==> src/rtl/msd_pkg.sv <==
// Shared types, constants and helpers of the moisture detector.
package msd_pkg;

  localparam int BUCKETS    = 10;
  localparam int CHANNELS   = 2;
  localparam int COUNT_BITS = 16;

  localparam int BK_W   = $clog2(BUCKETS);
  localparam int CH_W   = (CHANNELS > 1) ? $clog2(CHANNELS) : 1;
  localparam int TIME_W = 40;
  localparam int CNT_W  = 8;
  localparam int CFG_AW = 5;
  localparam int OUT_DW = 32;

  localparam int STORM_SPAN_MS     = 2000;
  localparam int BUCKET_MS         = STORM_SPAN_MS / BUCKETS;
  localparam int RESTORE_DELAY_MS  = 120000;
  localparam int REPORT_SPACING_MS = (24 * 60 * 60) * 1000;

  typedef enum logic [1:0] {
    CMD_CC      = 2'd0,
    CMD_VBUS    = 2'd1,
    CMD_UNBLANK = 2'd2,
    CMD_TICK    = 2'd3
  } cmd_t;

  typedef enum logic [1:0] {
    NTF_NONE  = 2'd0,
    NTF_MOIST = 2'd1,
    NTF_DRY   = 2'd2
  } notify_t;

  typedef enum logic [2:0] {
    REG_INTERVAL  = 3'd0,
    REG_THRESHOLD = 3'd1,
    REG_EVENT_EN  = 3'd2,
    REG_FLAG_EN   = 3'd3,
    REG_REPORT_EN = 3'd4,
    REG_UNBLANK_EN = 3'd5
  } reg_idx_t;

  typedef enum logic [2:0] {
    ST_IDLE,
    ST_PREP,
    ST_EVAL,
    ST_MERGE,
    ST_STATUS,
    ST_REPORT
  } state_t;

  typedef struct packed {
    logic [15:0] interval_ms;
    logic [7:0]  threshold;
    logic        event_en;
    logic        flag_en;
    logic        report_en;
    logic        unblank_en;
  } cfg_t;

  typedef struct packed {
    logic            capture;
    logic            prep;
    logic            eval;
    logic            merge;
    logic            load_status;
    logic            load_report;
    logic [BK_W-1:0] bkt;
  } ctrl_cmd_t;

  typedef struct packed {
    logic hit;
    logic do_report;
    logic out_free;
  } dp_stat_t;

  function automatic logic [COUNT_BITS-1:0] sat_add(input logic [COUNT_BITS-1:0] a,
                                                    input logic [COUNT_BITS-1:0] b);
    logic [COUNT_BITS:0] s;
    s = {1'b0, a} + {1'b0, b};
    return s[COUNT_BITS] ? {COUNT_BITS{1'b1}} : s[COUNT_BITS-1:0];
  endfunction

endpackage

==> src/rtl/msd_cfg.sv <==
// Configuration register file on the APB-style port.
module msd_cfg (
  input  logic                      clk,
  input  logic                      rst_n,
  input  logic                      cfg_psel,
  input  logic                      cfg_penable,
  input  logic                      cfg_pwrite,
  input  logic [msd_pkg::CFG_AW-1:0] cfg_paddr,
  input  logic [31:0]               cfg_pwdata,
  output logic [31:0]               cfg_prdata,
  output logic                      cfg_pready,
  output msd_pkg::cfg_t             cfg
);
  import msd_pkg::*;

  cfg_t     cfg_r, cfg_nxt;
  reg_idx_t idx;
  logic     wr_en;

  assign cfg_pready = 1'b1;
  assign idx        = reg_idx_t'(cfg_paddr[CFG_AW-1:2]);
  assign wr_en      = cfg_psel && cfg_penable && cfg_pwrite && cfg_pready;
  assign cfg        = cfg_r;

  always_comb begin
    cfg_nxt = cfg_r;
    if (wr_en) begin
      unique case (idx)
        REG_INTERVAL:   cfg_nxt.interval_ms = cfg_pwdata[15:0];
        REG_THRESHOLD:  cfg_nxt.threshold   = cfg_pwdata[7:0];
        REG_EVENT_EN:   cfg_nxt.event_en    = cfg_pwdata[0];
        REG_FLAG_EN:    cfg_nxt.flag_en     = cfg_pwdata[0];
        REG_REPORT_EN:  cfg_nxt.report_en   = cfg_pwdata[0];
        REG_UNBLANK_EN: cfg_nxt.unblank_en  = cfg_pwdata[0];
        default: ;
      endcase
    end
  end

  always_comb begin
    unique case (idx)
      REG_INTERVAL:   cfg_prdata = {16'd0, cfg_r.interval_ms};
      REG_THRESHOLD:  cfg_prdata = {24'd0, cfg_r.threshold};
      REG_EVENT_EN:   cfg_prdata = {31'd0, cfg_r.event_en};
      REG_FLAG_EN:    cfg_prdata = {31'd0, cfg_r.flag_en};
      REG_REPORT_EN:  cfg_prdata = {31'd0, cfg_r.report_en};
      REG_UNBLANK_EN: cfg_prdata = {31'd0, cfg_r.unblank_en};
      default:        cfg_prdata = 32'd0;
    endcase
  end

  always_ff @(posedge clk) begin
    if (!rst_n) begin
      cfg_r.interval_ms <= 16'd2000;
      cfg_r.threshold   <= 8'd50;
      cfg_r.event_en    <= 1'b0;
      cfg_r.flag_en     <= 1'b0;
      cfg_r.report_en   <= 1'b1;
      cfg_r.unblank_en  <= 1'b0;
    end else begin
      cfg_r <= cfg_nxt;
    end
  end

endmodule

==> src/rtl/msd_ctrl.sv <==
// Controller state machine sequencing evaluation, bucket merge and report output.
module msd_ctrl (
  input  logic                  clk,
  input  logic                  rst_n,
  input  logic                  in_tvalid,
  output logic                  in_tready,
  output msd_pkg::ctrl_cmd_t    cmd,
  input  msd_pkg::dp_stat_t     stat
);
  import msd_pkg::*;

  state_t          state_r, state_nxt;
  logic [BK_W-1:0] bkt_r, bkt_nxt;
  logic            bkt_last;

  assign bkt_last = (bkt_r == BK_W'(BUCKETS - 1));

  always_comb begin
    state_nxt = state_r;
    bkt_nxt   = bkt_r;
    in_tready = 1'b0;
    cmd       = '0;
    cmd.bkt   = bkt_r;
    unique case (state_r)
      ST_IDLE: begin
        in_tready = 1'b1;
        if (in_tvalid) begin
          cmd.capture = 1'b1;
          state_nxt   = ST_PREP;
        end
      end
      ST_PREP: begin
        cmd.prep  = 1'b1;
        state_nxt = ST_EVAL;
      end
      ST_EVAL: begin
        cmd.eval  = 1'b1;
        bkt_nxt   = '0;
        state_nxt = ST_MERGE;
      end
      ST_MERGE: begin
        if (!stat.hit) begin
          state_nxt = ST_STATUS;
        end else begin
          cmd.merge = 1'b1;
          if (bkt_last) begin
            state_nxt = ST_STATUS;
          end else begin
            bkt_nxt = bkt_r + BK_W'(1);
          end
        end
      end
      ST_STATUS: begin
        if (stat.out_free) begin
          cmd.load_status = 1'b1;
          bkt_nxt         = '0;
          state_nxt       = stat.do_report ? ST_REPORT : ST_IDLE;
        end
      end
      ST_REPORT: begin
        if (stat.out_free) begin
          cmd.load_report = 1'b1;
          if (bkt_last) begin
            state_nxt = ST_IDLE;
          end else begin
            bkt_nxt = bkt_r + BK_W'(1);
          end
        end
      end
      default: state_nxt = ST_IDLE;
    endcase
  end

  always_ff @(posedge clk) begin
    if (!rst_n) begin
      state_r <= ST_IDLE;
      bkt_r   <= '0;
    end else begin
      state_r <= state_nxt;
      bkt_r   <= bkt_nxt;
    end
  end

endmodule

==> src/rtl/msd_dp.sv <==
// Datapath: channel state, gap and report histograms, flags and output register.
module msd_dp (
  input  logic                        clk,
  input  logic                        rst_n,
  input  msd_pkg::cfg_t               cfg,
  input  msd_pkg::ctrl_cmd_t          cmd,
  output msd_pkg::dp_stat_t           stat,
  input  logic [msd_pkg::TIME_W-1:0]  in_tdata,
  input  logic [1:0]                  in_tuser,
  output logic                        out_tvalid,
  input  logic                        out_tready,
  output logic [msd_pkg::OUT_DW-1:0]  out_tdata,
  output logic                        out_tuser,
  output logic                        out_tlast
);
  import msd_pkg::*;

  cmd_t                  cmd_r, cmd_nxt;
  logic [TIME_W-1:0]     now_r, now_nxt;

  logic                  expired_r, expired_nxt;
  logic                  long_r, long_nxt;
  logic [BK_W-1:0]       idx_r, idx_nxt;
  logic                  due_r, due_nxt;
  logic [TIME_W-1:0]     dl_r, dl_nxt;

  logic                  seen_r [CHANNELS];
  logic                  seen_nxt [CHANNELS];
  logic [TIME_W-1:0]     let_r [CHANNELS];
  logic [TIME_W-1:0]     let_nxt [CHANNELS];
  logic [CNT_W-1:0]      cnt_r [CHANNELS];
  logic [CNT_W-1:0]      cnt_nxt [CHANNELS];
  logic                  pend_r [CHANNELS];
  logic                  pend_nxt [CHANNELS];
  logic [TIME_W-1:0]     lrt_r [CHANNELS];
  logic [TIME_W-1:0]     lrt_nxt [CHANNELS];
  logic [COUNT_BITS-1:0] gap_r [CHANNELS][BUCKETS];
  logic [COUNT_BITS-1:0] gap_nxt [CHANNELS][BUCKETS];
  logic [COUNT_BITS-1:0] rep_r [CHANNELS][BUCKETS];
  logic [COUNT_BITS-1:0] rep_nxt [CHANNELS][BUCKETS];

  logic                  status_r, status_nxt;
  logic                  happened_r, happened_nxt;
  logic                  mode_r, mode_nxt;
  logic                  armed_r, armed_nxt;
  logic [TIME_W-1:0]     deadline_r, deadline_nxt;

  logic                  hit_r, hit_nxt;
  logic                  do_report_r, do_report_nxt;
  notify_t               notify_r, notify_nxt;

  logic                  ov_r, ov_nxt;
  logic [OUT_DW-1:0]     od_r, od_nxt;
  logic                  ou_r, ou_nxt;
  logic                  ol_r, ol_nxt;

  logic [CH_W-1:0]       ch;
  logic                  is_evt;
  logic [TIME_W:0]       diff;
  logic [TIME_W:0]       due_sum;
  logic [TIME_W:0]       dl_sum;
  logic [BK_W-1:0]       idx_w;
  logic [CNT_W-1:0]      cnt_v;
  logic                  pend_v;
  logic                  armed_v;
  logic                  status_v;
  logic                  happened_v;
  logic                  mode_v;
  logic                  hit_v;
  logic                  rep_v;
  notify_t               notify_v;

  assign ch     = CH_W'(cmd_r[0]);
  assign is_evt = ((cmd_r == CMD_CC) || (cmd_r == CMD_VBUS)) && (int'(cmd_r) < CHANNELS);

  assign diff    = {1'b0, now_r} - {1'b0, let_r[ch]};
  assign due_sum = {1'b0, lrt_r[ch]} + (TIME_W + 1)'(REPORT_SPACING_MS);
  assign dl_sum  = {1'b0, now_r} + (TIME_W + 1)'(RESTORE_DELAY_MS);

  always_comb begin
    idx_w = '0;
    for (int k = 1; k < BUCKETS; k++) begin
      if (diff[15:0] >= 16'(k * BUCKET_MS)) begin
        idx_w = idx_w + BK_W'(1);
      end
    end
  end

  assign stat.hit       = hit_r;
  assign stat.do_report = do_report_r;
  assign stat.out_free  = !ov_r || out_tready;

  assign out_tvalid = ov_r;
  assign out_tdata  = od_r;
  assign out_tuser  = ou_r;
  assign out_tlast  = ol_r;

  always_comb begin
    cmd_nxt       = cmd_r;
    now_nxt       = now_r;
    expired_nxt   = expired_r;
    long_nxt      = long_r;
    idx_nxt       = idx_r;
    due_nxt       = due_r;
    dl_nxt        = dl_r;
    seen_nxt      = seen_r;
    let_nxt       = let_r;
    cnt_nxt       = cnt_r;
    pend_nxt      = pend_r;
    lrt_nxt       = lrt_r;
    gap_nxt       = gap_r;
    rep_nxt       = rep_r;
    status_nxt    = status_r;
    happened_nxt  = happened_r;
    mode_nxt      = mode_r;
    armed_nxt     = armed_r;
    deadline_nxt  = deadline_r;
    hit_nxt       = hit_r;
    do_report_nxt = do_report_r;
    notify_nxt    = notify_r;
    ov_nxt        = ov_r;
    od_nxt        = od_r;
    ou_nxt        = ou_r;
    ol_nxt        = ol_r;

    cnt_v      = cnt_r[ch];
    pend_v     = pend_r[ch];
    armed_v    = armed_r;
    status_v   = status_r;
    happened_v = happened_r;
    mode_v     = mode_r;
    hit_v      = 1'b0;
    rep_v      = 1'b0;
    notify_v   = NTF_NONE;

    if (cmd.capture) begin
      cmd_nxt = cmd_t'(in_tuser);
      now_nxt = in_tdata;
    end

    if (cmd.prep) begin
      expired_nxt = armed_r && (now_r >= deadline_r);
      long_nxt    = diff[TIME_W] || (diff[TIME_W-1:16] != '0) ||
                    (diff[15:0] > cfg.interval_ms);
      idx_nxt     = idx_w;
      due_nxt     = due_sum < {1'b0, now_r};
      dl_nxt      = dl_sum[TIME_W] ? {TIME_W{1'b1}} : dl_sum[TIME_W-1:0];
    end

    if (cmd.eval) begin
      if (expired_r) begin
        armed_v = 1'b0;
        if (!happened_r) begin
          status_v = 1'b0;
        end
      end
      if (is_evt) begin
        let_nxt[ch] = now_r;
        if (!seen_r[ch]) begin
          seen_nxt[ch] = 1'b1;
        end else if (long_r) begin
          cnt_v = '0;
          for (int b = 0; b < BUCKETS; b++) begin
            gap_nxt[ch][b] = '0;
          end
        end else begin
          if (cnt_v != {CNT_W{1'b1}}) begin
            cnt_v = cnt_v + CNT_W'(1);
          end
          gap_nxt[ch][idx_r] = sat_add(gap_r[ch][idx_r], COUNT_BITS'(1));
        end
        if (cnt_v >= cfg.threshold) begin
          hit_v = 1'b1;
          if (cfg.flag_en) begin
            happened_v = 1'b1;
            status_v   = 1'b1;
          end
          cnt_v  = '0;
          pend_v = 1'b1;
          if (cfg.event_en) begin
            notify_v = NTF_MOIST;
          end
          mode_v = 1'b1;
        end
        if (cfg.report_en && pend_v) begin
          pend_v = 1'b0;
          rep_v  = due_r;
        end
        cnt_nxt[ch]  = cnt_v;
        pend_nxt[ch] = pend_v;
      end else if ((cmd_r == CMD_UNBLANK) && cfg.unblank_en) begin
        mode_v   = 1'b0;
        notify_v = NTF_DRY;
        if (cfg.flag_en) begin
          happened_v = 1'b0;
          if (!armed_v) begin
            armed_v      = 1'b1;
            deadline_nxt = dl_r;
          end
        end
      end
      armed_nxt     = armed_v;
      status_nxt    = status_v;
      happened_nxt  = happened_v;
      mode_nxt      = mode_v;
      hit_nxt       = hit_v;
      do_report_nxt = rep_v;
      notify_nxt    = notify_v;
    end

    if (cmd.merge) begin
      rep_nxt[ch][cmd.bkt] = sat_add(rep_r[ch][cmd.bkt], gap_r[ch][cmd.bkt]);
      gap_nxt[ch][cmd.bkt] = '0;
    end

    if (cmd.load_status) begin
      ov_nxt = 1'b1;
      od_nxt = {6'd0, 16'd0, 4'd0, 1'b0, hit_r, notify_r, mode_r, status_r};
      ou_nxt = 1'b0;
      ol_nxt = !do_report_r;
    end else if (cmd.load_report) begin
      ov_nxt = 1'b1;
      od_nxt = {6'd0, 16'(rep_r[ch][cmd.bkt]), 4'(cmd.bkt), 1'(ch), 1'b0,
                NTF_NONE, mode_r, status_r};
      ou_nxt = 1'b1;
      ol_nxt = (cmd.bkt == BK_W'(BUCKETS - 1));
      rep_nxt[ch][cmd.bkt] = '0;
      if (cmd.bkt == BK_W'(BUCKETS - 1)) begin
        lrt_nxt[ch] = now_r;
      end
    end else if (out_tready) begin
      ov_nxt = 1'b0;
    end
  end

  always_ff @(posedge clk) begin
    cmd_r       <= cmd_nxt;
    now_r       <= now_nxt;
    expired_r   <= expired_nxt;
    long_r      <= long_nxt;
    idx_r       <= idx_nxt;
    due_r       <= due_nxt;
    dl_r        <= dl_nxt;
    hit_r       <= hit_nxt;
    do_report_r <= do_report_nxt;
    notify_r    <= notify_nxt;
    od_r        <= od_nxt;
    ou_r        <= ou_nxt;
    ol_r        <= ol_nxt;
  end

  always_ff @(posedge clk) begin
    if (!rst_n) begin
      for (int c = 0; c < CHANNELS; c++) begin
        seen_r[c] <= 1'b0;
        let_r[c]  <= '0;
        cnt_r[c]  <= '0;
        pend_r[c] <= 1'b0;
        lrt_r[c]  <= '0;
        for (int b = 0; b < BUCKETS; b++) begin
          gap_r[c][b] <= '0;
          rep_r[c][b] <= '0;
        end
      end
      status_r   <= 1'b0;
      happened_r <= 1'b0;
      mode_r     <= 1'b0;
      armed_r    <= 1'b0;
      deadline_r <= '0;
      ov_r       <= 1'b0;
    end else begin
      seen_r     <= seen_nxt;
      let_r      <= let_nxt;
      cnt_r      <= cnt_nxt;
      pend_r     <= pend_nxt;
      lrt_r      <= lrt_nxt;
      gap_r      <= gap_nxt;
      rep_r      <= rep_nxt;
      status_r   <= status_nxt;
      happened_r <= happened_nxt;
      mode_r     <= mode_nxt;
      armed_r    <= armed_nxt;
      deadline_r <= deadline_nxt;
      ov_r       <= ov_nxt;
    end
  end

endmodule

==> src/rtl/cc_event_storm_moisture_detector.sv <==
// Top level of the CC/VBUS event storm moisture detector.
// Usage:
//   Input stream: one item per event; in_tuser carries the command (cc change,
//   vbus change, screen unblank, time tick), in_tdata the 40-bit time in ms.
//   Output stream: every item gives one status item; a due histogram report
//   adds one item per bucket, in bucket order. out_tlast marks the final item
//   of each input, out_tuser flags report items.
//   Configuration: APB-style port, registers at byte address 4*index.
// Sequence: an item passes capture, prepare, evaluate, storm check and status;
//   on a storm the check walks the gap buckets, merging each into the report
//   histogram, and a due report adds a walk that emits one item per bucket.
// Reset: rst_n clears all channel state, histograms, flags and the output
//   valid flag; configuration returns to its defaults.
// Stall: a single output register holds the pending item while out_tready is
//   low; the block then waits, and takes the next input once the final item of
//   the current one is loaded.
module cc_event_storm_moisture_detector (
  input  logic                        clk,
  input  logic                        rst_n,
  input  logic                        in_tvalid,
  output logic                        in_tready,
  // [39:0] now_ms
  input  logic [msd_pkg::TIME_W-1:0]  in_tdata,
  // [1:0] cmd
  input  logic [1:0]                  in_tuser,
  output logic                        out_tvalid,
  input  logic                        out_tready,
  // [0] moist_flag, [1] cc_mode, [3:2] notify_event, [4] storm_hit,
  // [5] report_channel, [9:6] bucket_index, [25:10] bucket_count, [31:26] zero
  output logic [msd_pkg::OUT_DW-1:0]  out_tdata,
  // [0] is_report
  output logic                        out_tuser,
  output logic                        out_tlast,
  input  logic                        cfg_psel,
  input  logic                        cfg_penable,
  input  logic                        cfg_pwrite,
  input  logic [msd_pkg::CFG_AW-1:0]  cfg_paddr,
  input  logic [31:0]                 cfg_pwdata,
  output logic [31:0]                 cfg_prdata,
  output logic                        cfg_pready
);
  import msd_pkg::*;

  cfg_t      cfg;
  ctrl_cmd_t cmd;
  dp_stat_t  stat;

  msd_cfg u_cfg (
    .clk         (clk),
    .rst_n       (rst_n),
    .cfg_psel    (cfg_psel),
    .cfg_penable (cfg_penable),
    .cfg_pwrite  (cfg_pwrite),
    .cfg_paddr   (cfg_paddr),
    .cfg_pwdata  (cfg_pwdata),
    .cfg_prdata  (cfg_prdata),
    .cfg_pready  (cfg_pready),
    .cfg         (cfg)
  );

  msd_ctrl u_ctrl (
    .clk       (clk),
    .rst_n     (rst_n),
    .in_tvalid (in_tvalid),
    .in_tready (in_tready),
    .cmd       (cmd),
    .stat      (stat)
  );

  msd_dp u_dp (
    .clk        (clk),
    .rst_n      (rst_n),
    .cfg        (cfg),
    .cmd        (cmd),
    .stat       (stat),
    .in_tdata   (in_tdata),
    .in_tuser   (in_tuser),
    .out_tvalid (out_tvalid),
    .out_tready (out_tready),
    .out_tdata  (out_tdata),
    .out_tuser  (out_tuser),
    .out_tlast  (out_tlast)
  );

endmodule

==> config.mk <==
export PLATFORM = sky130hd
export DESIGN_NAME = cc_event_storm_moisture_detector
export DESIGN_NICKNAME = d
export VERILOG_FILES = /design/src/rtl/msd_pkg.sv /design/src/rtl/msd_cfg.sv /design/src/rtl/msd_ctrl.sv /design/src/rtl/msd_dp.sv /design/src/rtl/cc_event_storm_moisture_detector.sv
export SDC_FILE = /design/constraint.sdc
export NUM_CORES = 2
export LEC_CHECK = 0
export BUFFER_PORTS_ARGS = -buffer_cell sky130_fd_sc_hd__buf_2
export CAP_MARGIN = 15
export CORE_AREA = 4 4 361 274
export DETAILED_ROUTE_END_ITERATION = 7
export DIE_AREA = 0 0 365 278
export PLACE_DENSITY = 0.75
export SYNTH_ARGS = -nofsm -noshare
export SYNTH_HDL_FRONTEND = slang
export SYNTH_SLANG_ARGS = --single-unit
==> constraint.sdc <==
create_clock -name clk -period 23.3 [get_ports clk]
set_clock_uncertainty 0.2 [all_clocks]
set_input_delay 1.165 -clock clk [delete_from_list [all_inputs] [get_ports clk]]
set_output_delay 1.165 -clock clk [all_outputs]
set_load 0.05 [all_outputs]
==> run_results.csv <==
group,metric,value,unit
run_status,outcome,"finished clean",
logic_synthesis,synthArstFlopShare,0,%
hold_path,hold_class,"reg2reg",
logic_synthesis,synth_edf_count,99,
power,powerDensity,83.8,nW/um2
timing,drv_slew,0,
floorplan,io_pins,155,
timing,tightest_slew,1320,ps
place,dp.final_hpwl,109000,um
global_route,grt_start_max_net_pins,256,
detailed_routing,avgRoutedWirePerCell,23.2,um
setup_path,crit_path_start_kind,"register",
floorplan,rows,98,
cells_and_area,stdcell_count,7038,
logic_synthesis,yosysMostFrequentCell,"dfxtp_1",
cells_and_area,n_antenna_cell,0,
place,place_inst,6844,
setup_path,ff2ff_path_depth,30,
setup_path,critPathKind,"reg2reg",
cells_and_area,seq_area,21400,um2
detailed_routing,finalWirelength,163000,um
clock_tree,clk_pin_slew,60,ps
timing,setup-violations-final,0,
detailed_routing,drt-vias-per-instance,6.46,
cells_and_area,final_cell_area,57000,um2
detailed_routing,drtIter0Drc,5929,
logic_synthesis,yosysWarningCount,0,
clock_tree,clk_latency,720,ps
clock_tree,cts_hold_buf,0,
global_route,grt_pass1_wl,250000,um
timing,fin_ws,14750,ps
timing,rsz0062_at_grt,"no",
cells_and_area,area_growth,9.14,%
power,vdd_drop_max,73.5,uV
timing,hold_viol,0,
global_route,grt-ovfl-total,0,
setup_path,crit_top_cell,"ha_1",
setup_path,slowest_stage,"or4b_4",
timing,fin_crit_sh,36.7,%
logic_synthesis,netlist.area_leader.share,35.3,%
clock_tree,cts_buffers,100,
setup_path,required,23540,ps
logic_synthesis,synth_ff_type,"dfxtp_1",
timing,max_slew_margin,12.0,%
global_route,grt_usage,31.2,%
place,dp_slack,14820,ps
clock_tree,cts_resized,0,
clock_tree,h-tree-depth,3,
place,gp_congestion,1.00,
floorplan,die_w,365,um
detailed_routing,drc,0,
logic_synthesis,avgSynthCellArea,8.97,um2
detailed_routing,vias,45500,
job,max_cap_viol_count,0,
setup_path,critPathArrivalTime,8800,ps
logic_synthesis,synth_cell_types,98,
floorplan,die_area,101000,um2
global_route,antenna_found_initial,1,
detailed_routing,dr.pass1.iters,7,
clock_tree,postCtsSetupBuffers,0,
setup_path,crit_fanout,80,
logic_synthesis,yosys.area.top_type,"dfxtp_1",
timing,setup_tns,0,ps
place,port_buffers,113,
logic_synthesis,ys_seq_area_share,41.0,%
timing,finalCriticalPeriod,8550,ps
logic_synthesis,synthTopCellsByCount,"922 x dfxtp_1, 835 x nor2_1, 772 x nand2_1",
floorplan,die_h,278,um
cells_and_area,drive_gt1_share,12.1,%
logic_synthesis,synth-seq-cells,1021,
clock_tree,cts_tree,"done",
global_route,grt_pass1_vias,42600,
floorplan,coreArea,95000,um2
place,dpl_cell_area,53600,um2
power,finalPower,0.00478,W
power,leakagePower,20.4,nW
cells_and_area,filler_cell_count,8019,
floorplan,start_util,55.0,%
cells_and_area,finalNetCount,5966,
clock_tree,clock_sinks,1021,
detailed_routing,ant_nets,0,
logic_synthesis,synthTopCellsByArea,"dfxtp_1 35%, mux4_2 6.9%, nor2_1 6.0%, edfxtp_1 5.7%, nand2_1 5.5%",
hold_path,hold_depth,2,
setup_path,max_stage_delay,570,ps
timing,fmax,117,MHz
logic_synthesis,syn_area,52300,um2
cells_and_area,multiInputGateArea,28400,um2
clock_tree,cts.path.max_buffers,3,
clock_tree,root_buffer,"clkbuf_16",
logic_synthesis,syn_inst,5825,
setup_path,endpoint_kind,"register",
## path summary, 6_finish.rpt
path,startpoint,end,slack [ps]
setup / recovery,u_dp.cmd_r[0],u_dp.idx_r[1],14750
hold / removal,u_dp.out_tuser,u_dp.out_tuser,240
setup reg to reg,u_dp.cmd_r[0],u_dp.idx_r[1],14750
hold reg to reg,u_dp.out_tuser,u_dp.out_tuser,240
## area by class of cell
cell class                 instances  share of cell area (%)
sequential                      1021                    37.6
inverter                         171                    1.13
clock inverter                    44                   0.722
tap                             1250                    2.74
clock buffer                     140                    5.12
timing repair buffer             240                    2.91
multi-input combinational       4172                    49.8
## where the power goes
group | switching (W) | leakage, nW | total [W] | internal, W
Combinational | 0.000757 | 10.4 | 0.00116 | 0.000398
Clock | 0.000733 | 1.65 | 0.00167 | 0.000933
Sequential | 0.0000878 | 8.34 | 0.00196 | 0.00187
## worst max-delay path: cells and delay by family, from the launching register on
family,cells,cell delay (ps)
buffers and inverters,3,570
XOR/XNOR,3,450
adder cells (fa/ha/maj),7,2210
multiplexers,5,1400
AO/OA/AOI/OAI,6,1410
AND/OR/NAND/NOR,6,1580
flip-flops,1,370
## state kept, by name, indices dropped and copies added, names as in the netlist, 4 cells and up
| signal | flops |
|---|---|
| u_dp.gap_r | 320 |
| u_dp.rep_r | 320 |
| u_dp.let_r | 80 |
| u_dp.lrt_r | 80 |
| u_dp.deadline_r | 40 |
| u_dp.dl_r | 40 |
| u_dp.now_r | 40 |
| u_cfg.cfg | 28 |
| u_dp.out_tdata | 26 |
| u_dp.cnt_r | 16 |
| u_ctrl.bkt_r | 4 |
| u_dp.idx_r | 4 |
## metrics by stage
| stage | hold slack, ps | util (%) |
|---|---|---|
| 5_1_grt | 247 | 60.0 |
| 3_5_place_dp | 231 | 56.4 |
| 2_1_floorplan | 202 | - |
| 6_report | 238 | 60.0 |
| 4_1_cts | 240 | 59.9 |
| 3_3_place_gp | 204 | 56.4 |
## cells in the final DEF, fill, tap and decap left out, drive strengths merged, types with 27 or more instances in the layout
cell      n
a22o     27
nand2b   38
clkbuf  140
nand2   772
a21oi   136
a22oi   313
o21a     29
nor2b    40
nor2    835
inv     177
o21ai   144
buf     240
mux4    161
mux2     43
nor3     52
mux2i   182
ha      172
o22ai    66
a21o     45
nand4    27
clkinv   28
a32oi    49
a21boi  237
a211oi  311
nand3    84
edfxtp   99
xnor2    73
xor2     39
dfxtp   922
## routing by layer
layer  wire (um)  global-route usage [%]
met1       66900                    43.5
met3       20200                    9.05
met4        6450                    11.0
met2       69800                    46.3
met5           0                       0
## cell families (layout without fill, tap and decap cells)
logic type,count (synthesis),count (layout),share of synthesized area (%)
other,2,23,0.0144
AO/OA/AOI/OAI,1497,1497,20.5
adder cells (fa/ha/maj),174,174,4.20
multiplexers,386,386,11.4
flip-flops,1021,1021,41.0
AND/OR/NAND/NOR,1979,1979,15.9
buffers and inverters,653,595,5.13
XOR/XNOR,113,113,1.92
(Power assumes the default switching activity.)
